### src/sv/chs_pkg.sv
// ----------------------------------------------------------------------------
// chs_pkg
// Shared types and constants of the chained hash set: field widths,
// operation and status codes, controller/datapath command and status.
// ----------------------------------------------------------------------------
package chs_pkg;

   localparam int KEY_W    = 31;
   localparam int STATUS_W = 3;

   localparam logic FUNC_INSERT = 1'b0;
   localparam logic FUNC_SEARCH = 1'b1;

   typedef enum logic [STATUS_W-1:0] {
      ST_INSERTED  = 3'd0,
      ST_DUPLICATE = 3'd1,
      ST_PRESENT   = 3'd2,
      ST_ABSENT    = 3'd3,
      ST_FULL      = 3'd4
   } status_type;

   typedef struct packed {
      logic clr_step;
      logic start_op;
      logic head_load;
      logic link_load;
      logic node_write;
      logic head_write;
      logic link_write;
      logic used_inc;
   } cmd_type;

   typedef struct packed {
      logic clr_done;
      logic hash_done;
      logic is_search;
      logic cur_zero;
      logic key_match;
      logic last_zero;
      logic pool_full;
   } dp_status_type;

endpackage

### src/sv/chs_ctrl.sv
// ----------------------------------------------------------------------------
// chs_ctrl
// Controller: head clearing after reset, hashing, chain walk, node append
// and the response strobe.
// ----------------------------------------------------------------------------
module chs_ctrl (
   input  logic                    clock,
   input  logic                    reset,
   input  logic                    start,
   output logic                    busy,
   input  chs_pkg::dp_status_type  sts,
   output chs_pkg::cmd_type        cmd,
   output logic                    rsp_valid,
   output chs_pkg::status_type     rsp_status
);

   typedef enum logic [2:0] {
      S_CLEAR,
      S_IDLE,
      S_HASH,
      S_HEAD,
      S_WALK,
      S_NODE_CHK,
      S_WR_NODE,
      S_WR_LINK
   } state_type;

   state_type           state_ff;
   logic                rsp_valid_ff;
   chs_pkg::status_type rsp_status_ff;

   always_comb begin
      cmd = '0;
      unique case (state_ff)
         S_CLEAR:    cmd.clr_step  = 1'b1;
         S_IDLE:     cmd.start_op  = start;
         S_HASH:     cmd           = '0;
         S_HEAD:     cmd.head_load = 1'b1;
         S_WALK:     cmd           = '0;
         S_NODE_CHK: cmd.link_load = ~sts.key_match;
         S_WR_NODE: begin
            cmd.node_write = 1'b1;
            cmd.head_write = sts.last_zero;
            cmd.used_inc   = sts.last_zero;
         end
         S_WR_LINK: begin
            cmd.link_write = 1'b1;
            cmd.used_inc   = 1'b1;
         end
         default:    cmd           = '0;
      endcase
   end

   always_ff @(posedge clock) begin
      if (reset) begin
         state_ff      <= S_CLEAR;
         rsp_valid_ff  <= 1'b0;
         rsp_status_ff <= chs_pkg::ST_INSERTED;
      end else begin
         rsp_valid_ff <= 1'b0;
         unique case (state_ff)
            S_CLEAR: begin
               if (sts.clr_done) begin
                  state_ff <= S_IDLE;
               end
            end
            S_IDLE: begin
               if (start) begin
                  state_ff <= S_HASH;
               end
            end
            S_HASH: begin
               if (sts.hash_done) begin
                  state_ff <= S_HEAD;
               end
            end
            S_HEAD: state_ff <= S_WALK;
            S_WALK: begin
               if (!sts.cur_zero) begin
                  state_ff <= S_NODE_CHK;
               end else if (sts.is_search) begin
                  state_ff      <= S_IDLE;
                  rsp_valid_ff  <= 1'b1;
                  rsp_status_ff <= chs_pkg::ST_ABSENT;
               end else if (sts.pool_full) begin
                  state_ff      <= S_IDLE;
                  rsp_valid_ff  <= 1'b1;
                  rsp_status_ff <= chs_pkg::ST_FULL;
               end else begin
                  state_ff <= S_WR_NODE;
               end
            end
            S_NODE_CHK: begin
               if (sts.key_match) begin
                  state_ff      <= S_IDLE;
                  rsp_valid_ff  <= 1'b1;
                  rsp_status_ff <= sts.is_search ? chs_pkg::ST_PRESENT
                                                 : chs_pkg::ST_DUPLICATE;
               end else begin
                  state_ff <= S_WALK;
               end
            end
            S_WR_NODE: begin
               if (sts.last_zero) begin
                  state_ff      <= S_IDLE;
                  rsp_valid_ff  <= 1'b1;
                  rsp_status_ff <= chs_pkg::ST_INSERTED;
               end else begin
                  state_ff <= S_WR_LINK;
               end
            end
            S_WR_LINK: begin
               state_ff      <= S_IDLE;
               rsp_valid_ff  <= 1'b1;
               rsp_status_ff <= chs_pkg::ST_INSERTED;
            end
            default: state_ff <= S_IDLE;
         endcase
      end
   end

   assign busy       = (state_ff != S_IDLE);
   assign rsp_valid  = rsp_valid_ff;
   assign rsp_status = rsp_status_ff;

endmodule

### config.mk
export PLATFORM = sky130hd
export DESIGN_NAME = chs_ctrl
export DESIGN_NICKNAME = d
export VERILOG_FILES = /design/src/sv/chs_pkg.sv /design/src/sv/chs_ctrl.sv
export SDC_FILE = /design/constraint.sdc
export NUM_CORES = 1
export LEC_CHECK = 0
export BUFFER_PORTS_ARGS = -buffer_cell sky130_fd_sc_hd__buf_2
export CAP_MARGIN = 20
export CORE_MARGIN = 4
export CORE_UTILIZATION = 39
export CTS_BUF_LIST = sky130_fd_sc_hd__clkbuf_2 sky130_fd_sc_hd__clkbuf_4 sky130_fd_sc_hd__clkbuf_8
export CTS_CLUSTER_SIZE = 40
export DETAILED_ROUTE_END_ITERATION = 8
export PLACE_DENSITY = 0.67
export SLEW_MARGIN = 20
export SYNTH_ARGS = -nofsm -noshare
export SYNTH_HDL_FRONTEND = slang
export SYNTH_SLANG_ARGS = --single-unit
### constraint.sdc
create_clock -name clock -period 1.8 [get_ports clock]
set_input_delay 0.27 -clock clock [delete_from_list [all_inputs] [get_ports clock]]
set_output_delay 0.27 -clock clock [all_outputs]
set_load 0.03 [all_outputs]
==> results by stage, run 1 <==
STA:
- The worst path uses 92.5% of the clock period.
- The worst-case headroom to the max-slew limit is 73.8%.
- The final count of negative-setup-slack endpoints is 0.
- Setup repair after global routing left no endpoint under its margin.
- The sum of negative setup slack is 0 ns.
- Across all hold checks on the routed design, the worst slack comes to 0.278 ns.
- The peak clock frequency supported by timing is 601 MHz.
- At the pin with the least slew margin, the transition time is 0.392 ns.
- In the post-route analysis, the smallest setup slack over all paths is 0.135 ns.
- The post-route clock skew is 0.00458 ns.
- The number of endpoints with negative hold slack in the final report is 0.
- The time the final worst path needs with I/O delays and setup is 1.66 ns.
- The max-slew violation count is 0.

CTS:
- CTS built an H-tree with a depth of 1.
- The number of buffers created by CTS is 3.
- Hold repair after CTS inserted 0 buffers.
- The clock tree from TritonCTS is built.
- For this design, the sink count on the clock tree is 7.
- For the worst-skew pair, the clock arrives at the later sink with an insertion delay of 0.26 ns.
- Clock-pin slew was measured on the worst setup and hold paths at 0.05 ns.
- The tree is rooted in a sky130_fd_sc_hd__clkbuf_4.
- The number of buffers on the longest clock path is 2.

Worst setup path:
- The element type at the critical path start is a register.
- STA puts the critical path data required time at 1.53 ns.
- The startpoint of the lowest-slack register-to-register path is state_ff[0].
- The start point of the critical path is state_ff[1].
- STA classifies the critical path endpoint as an output pin.
- The worst-path maximum fanout is 10.
- Data on the critical path arrives at its endpoint at 1.39 ns.
- The worst setup path is of the register to output pin kind.

Floorplan:
- The die outline width is 45.5 um.
- The number of cell rows is 13.
- The initial core utilization is 41.6%.
- The area enclosed by the die boundary is 0.00207 sq mm.
- For this design the top-level I/O count stands at 23.
- The overall die height is 45.5 um.
- The placeable core region is 0.00132 sq mm.

Pwr:
- The standby leakage power is 0.000299 uW.
- For this design the total switching power over the nets is 131 uW.
- The internal power of the cells totals 297 uW.
- The share of total power dissipated in the clock network is 38.4%.
- The proportion of power drawn by combinational gates is 22.2%.
- Net switching is 30.7% of the power.
- Dividing total power by cell area gives a power density of 618 mW/mm^2.
- The worst-case IR drop observed on VDD is 0.417 mV.
- Of the total power, registers draw 39.4%.

Detailed routing:
- The detailed-route wire length per cell is 12.2 um.
- The routed design uses 594 um of met2 wire.
- The number of detailed-routing iterations run before antenna repair is 5.
- The post-detailed-route DRC marker count is 0.
- The via-per-instance ratio is 5.33.
- Once detail routing completed, the nets flagged for antenna violations numbered 0.
- Wires add up to 1.30 mm.
- The met3 wire length is 130 um.
- Signal routing reaches up to met4.
- For this block, the via count after detailed routing is 565.
- The wire length on met1 is 528 um.
- The number of design-rule violations left by the first detailed-router iteration is 13.

Cells and area:
- The final net count is 102.
- After filler insertion, the fill cell instance count of the layout stands at 128.
- The number of antenna diodes in the final layout is 0.
- The fraction of layout instances using a drive strength above 1 is 40.7%.
- The layout-stage area growth over the synthesis result is 26.5%.
- Summing all non-filler instances in the final layout gives an area of 693 sq um.

Outcome:
- The run finished with clean final reports.

Synth:
- The commonest cells after synthesis are sky130_fd_sc_hd__nor2_1, sky130_fd_sc_hd__dfxtp_1, sky130_fd_sc_hd__a21oi_1.
- The number of nets handed over by synthesis was 78.
- The library cell with the highest instance count after synthesis is sky130_fd_sc_hd__nor2_1.
- Sorting the synthesized cells by area gives the leading types as sky130_fd_sc_hd__dfxtp_1, sky130_fd_sc_hd__nor2_1, sky130_fd_sc_hd__nor3b_4.
- The library cell occupying the most area in the post-synthesis netlist is sky130_fd_sc_hd__dfxtp_1.
- In this run, synthesis inferred 0 flip-flops with an integrated enable.
- Dividing the synthesized area by the synthesized cell count gives 8.06 sq um.
- Of the post-synthesis cell area, the dominant cell type holds 25.6%.
- The proportion of synthesized chip area in sequential cells is 25.6%.
- Yosys printed 0 warnings.
- The fraction of registers with async set/reset is 0%.
- After synthesis the cells add up to 548 sq um.
- Synthesis handed over a netlist of 68 instances.
- The unique cell type count in the Yosys netlist is 30.
- The dominant register cell in the synthesized netlist is sky130_fd_sc_hd__dfxtp_1.
- The number of storage elements in the synthesis netlist is 7.

Flow run:
- The tool flagged a number of max-cap violations equal to 0.

Global route:
- Entering global routing, the biggest net connects 16 pins.
- The number of global-route vias before repair came to 486.
- The wire length of the first global-routing pass is 2.03 mm.
- Global routing used 13.5% of the available tracks.
- The initial antenna violation count is 0.
- The leftover overflow at the end of global routing is 0.

Worst hold path:
- In this run the worst hold path is classified as input pin to register.
- The worst hold path begins at reset.

Place:
- The routability congestion estimate from global placement is 0.786.
- At the placement stage, the worst setup path has a slack of 0.269 ns.
- Port buffering added 22 buffers.
- After detailed placement, the total cell area comes to 659 sq um.
- Detailed placement ended at an HPWL of 1.03 mm.
## cells by family (layout without fill, tap and decap cells)
group                  after synthesis  count (layout)  share of synthesized area, %
flip-flops                           7               7                          25.6
AND/OR/NAND/NOR                     32              32                          35.2
buffers and inverters                8              31                          8.45
multiplexers                         2               2                          3.65
AO/OA/AOI/OAI                       17              17                          24.0
XOR/XNOR                             2               2                          3.20
## worst max-delay path: stages (launching register included)
cell and delay, ns:
sky130_fd_sc_hd__dfxtp_2 0.38, sky130_fd_sc_hd__buf_4 0.18, sky130_fd_sc_hd__nand2b_1 0.18, sky130_fd_sc_hd__nor3b_1 0.18
sky130_fd_sc_hd__buf_2 0.22
## state kept, by name, summed over array words and instances, names as in the netlist
| name | flops |
|---|---|
| rsp_status | 3 |
| state_ff | 3 |
| rsp_valid | 1 |
## per-layer routing
metal,track usage (%),up-vias
met4,7.02,0
met2,20.9,29
met3,3.95,8
met5,0,-
met1,16.5,243
li1,-,285
## layout by cell type (no fill, tap or decap), drive strengths merged
| cell | n |
|---|---|
| buf | 24 |
| and2 | 2 |
| nor3b | 4 |
| clkbuf | 4 |
| nand2 | 5 |
| o21ai | 4 |
| a2111oi | 1 |
| dfxtp | 7 |
| o32ai | 1 |
| inv | 3 |
| o211ai | 1 |
| o21a | 1 |
| nand2b | 2 |
| nor4 | 1 |
| nor3 | 2 |
| a21oi | 6 |
| nand3 | 2 |
| and3 | 1 |
| nor2b | 2 |
| o2111a | 1 |
| o221ai | 1 |
| xnor2 | 2 |
| mux2i | 2 |
| a31oi | 1 |
| or3b | 1 |
| nor2 | 10 |
## per-stage QoR
stage                     cells  total power [uW]  utilization [%]
after floorplan              68               238                -
after global placement      102               265             50.0
after detailed placement    102               265             50.0
after CTS                   106               433             52.3
after global routing        106               450             52.6
final                       106               428             52.6
## path summary, 6_finish.rpt
check,end,slack (ns),cells after the start
worst min register to register,rsp_status[1],0.47,2
worst min-delay path,state_ff[1],0.28,2
worst max register to register,rsp_status[2],0.39,4
worst max-delay path,cmd[4],0.14,4
## final cells by class
cell class / instances / area (sq um) / area share, %
Tap cell: 15 / 18.8 / 2.71
Clock buffer: 4 / 30.0 / 4.33
Timing Repair Buffer: 24 / 125 / 18.1
Sequential cell: 7 / 144 / 20.8
Multi-Input combinational cell: 53 / 364 / 52.5
Inverter: 3 / 11.3 / 1.62
## power by group through the flow
stage	clock network [uW]	registers [uW]	logic, uW
finish	165	169	95.0
global route	177	170	103
CTS	170	168	95.0
detailed placement	0	171	94.3
global placement	0	171	93.5
floorplan	0	165	73.4
## what timing repair did
action                                  in CTS  in global routing
endpoints found under the setup margin       0                  4
gates resized for setup                      0                  3
buffers inserted                             0                  0
Note: power is estimated with default switching activity, not from simulation.
==> run 2: changes to the inputs <==
- CAP_MARGIN: 20 -> 25
- GPL_ROUTABILITY_DRIVEN: default -> 0
- REMOVE_ABC_BUFFERS: default -> 1
==> run 2 against run 1 <==
Sequential share of layout area shrank 0.29 points. Clock-buffer cell count is the same. Utilization grew 0.28 points. Sequential power shrank 3%. Global-route usage shrank 0.79 points. Routed wire length shrank 4.0%. Fmax grew 0.17%. Clock skew shrank 0.0012 ns. Combinational power grew 7%. Clock power shrank 9.7%. Die area is the same. Cell count grew 0.94%.
==> results by stage, run 2 (synthesis gave the netlist of run 1 again) <==
Cells and area:
- With fillers left out, the area of the finished cells amounts to 697 sq um.
- The top cell types in the final layout, fill and taps aside, are sky130_fd_sc_hd__buf_2, sky130_fd_sc_hd__nor2_1, sky130_fd_sc_hd__a21oi_1, sky130_fd_sc_hd__nand2_1, sky130_fd_sc_hd__dfxtp_1.
- At the end of the flow, the number of nets in the layout was 103.
- The fraction of layout instances using a drive strength above 1 is 39.1%.
- Relative to the synthesized area, the layout overhead comes to 27.2%.
- The number of antenna diodes in the final layout is 0.
- The post-layout instance count excluding filler cells is 107.
- At the end of the flow the core is filled with cells to 52.9%.
- Leaving out fill and tap cells, the most frequent cell in the layout is sky130_fd_sc_hd__buf_2.

Worst hold path:
- The end point of the worst hold path is state_ff[1].
- The worst hold path cell count is 2.
- The startpoint identified for the worst hold timing path is reset.
- The path category of the worst min-delay check is input pin to register.

STA:
- The time the final worst path needs with I/O delays and setup is 1.66 ns.
- In the final timing run, aggregate negative setup slack is 0 ns.
- The number of endpoints with negative hold slack in the final report is 0.
- The post-route clock skew is 0.00334 ns.
- The actual slew at the worst max-slew pin is 0.351 ns.
- Measured against its own limit, the worst slew margin works out to 76.6%.
- The final count of negative-setup-slack endpoints is 0.
- The final critical path takes up 92.3% of the cycle.
- Based on the critical path, the design can be clocked at up to 602 MHz.
- Setup repair after global routing left no endpoint under its margin.
- The max-slew violation count came to 0.

CTS:
- The cts-stage hold buffer count is 0.
- The clock tree from TritonCTS is built.
- The maximum level of the CTS H-tree is 1.
- Clock-pin slew was measured on the worst setup and hold paths at 0.05 ns.
- In this run the clock root is driven by a sky130_fd_sc_hd__clkbuf_4.
- The clock insertion delay at the later pin of the skew report is 0.24 ns.
- The clock passes through at most 2 buffers.
- The count of clock tree sinks is 7.
- Buffers added to address setup during post-CTS repair amount to 0.
- Clock tree synthesis inserted a total of 3 buffers.
- Post-CTS repair changed the size of 0 cells.

Floorplan:
- The count of boundary I/O pins is 23.
- The number of cell rows is 13.
- Once the floorplan was initialized, standard cells occupied 41.6% of the core.
- The placeable core region is 0.00132 sq mm.
- From bottom edge to top edge, the die measures 45.5 um.
- The die covers 0.00207 sq mm.
- Measured along the x axis, the die boundary spans 45.5 um.

Outcome:
- The run finished with clean final reports.

Global route:
- The first global-routing pass estimated 1.97 mm of wire.
- The number of global-route vias before repair is 483.
- The initial antenna violation count was 0.
- Global routing used 12.7% of the available tracks.
- Entering global routing, the biggest net connects 15 pins.
- Summed over all layers, the global routing overflow is 0.

Worst setup path:
- The data required time at the worst endpoint is 1.53 ns.
- STA puts the critical path data arrival time at 1.39 ns.
- The startpoint identified for the worst register-to-register timing path is state_ff[1].
- The nature of the critical path endpoint is an output pin.
- The worst reg-to-reg path cell count is 5.
- The classification of the worst setup path is register to output pin.
- The worst reg2reg path endpoint is state_ff[1].
- The worst-path maximum fanout is 10.
- For flop-to-flop paths, the worst setup slack is 0.42 ns.
- STA classifies the critical path startpoint as a register.

Pwr:
- Power spread over the standard cell area amounts to 596 mW/mm^2.
- IR analysis of the VDD net gives a maximum drop of 0.401 mV.
- The total power is 415 uW.
- Summed over all cells, the static leakage comes to 0.000304 uW.

Place:
- The instance area at placement is 664 sq um.
- The number of placed cells counting well taps is 103.
- The placed wire-length estimate after detailed placement is 1.02 mm.
- The count of buffers from port buffering is 22.

Detailed routing:
- After the first detailed-routing iteration, the DRC count stood at 8.
- In the final routed layout, each cell accounts on average for 11.6 um.
- After detailed routing, the number of vias per cell comes to 5.17.
- The routed layout has 553 vias.
- The number of detailed-routing iterations run before antenna repair is 5.
- The routed design has 1.25 mm of wire.
- After detailed routing, the number of remaining DRC violations is 0.
- The count of antenna-violating nets left after detailed routing is 0.

Flow run:
- Max-cap violations in this run came to 0.
## run 2: cell types whose count changed in the layout (fill, tap and decap cells not counted), sizes merged
cell / change
buf: +1
## run 2: where the power goes
part	total (uW)	switching, uW	internal (uW)
logic	102	61.8	40.2
registers	164	5.11	159
clock network	149	49.8	99.1
total	415	117	299
## run 2: worst max-delay path, cell delays in order (launching register included)
cell                       delay, ns
sky130_fd_sc_hd__dfxtp_2        0.38
sky130_fd_sc_hd__buf_4          0.18
sky130_fd_sc_hd__nand2b_1       0.19
sky130_fd_sc_hd__nor3b_1        0.18
sky130_fd_sc_hd__buf_2          0.22
## run 2: how the worst max path moves through the flow
stage,startpoint,endpoint,slack (ns)
after global routing,state_ff[1],cmd[4],0.02
after detailed placement,state_ff[1],cmd[4],0.29
final,state_ff[1],cmd[4],0.14
after floorplan,state_ff[1],cmd[2],-0.05
after CTS,state_ff[1],cmd[4],0.03
after global placement,state_ff[1],rsp_status[2],0.27
## run 2: metal layers
metal  GRT usage, %  wire length, um  vias up
met3           2.37               59        0
met4           4.68                0        0
met5              0                0        -
met2           19.2              608       10
li1               -                -      291
met1           17.6              578      252
## run 2: cell type report
cell class / count / area (sq um)
Clock buffer: 4 / 30.0
Tap cell: 15 / 18.8
Timing Repair Buffer: 25 / 133
Sequential cell: 7 / 143
Multi-Input combinational cell: 53 / 362
Fill cell: 130 / 621
Inverter: 3 / 11.3
## run 2: through the flow
step	hold WS [ns]	setup slack, ns
detailed placement	0.476	0.291
CTS	0.275	0.0278
finish	0.279	0.138
global placement	0.457	0.272
floorplan	0.339	-0.0530
global route	0.290	0.0200
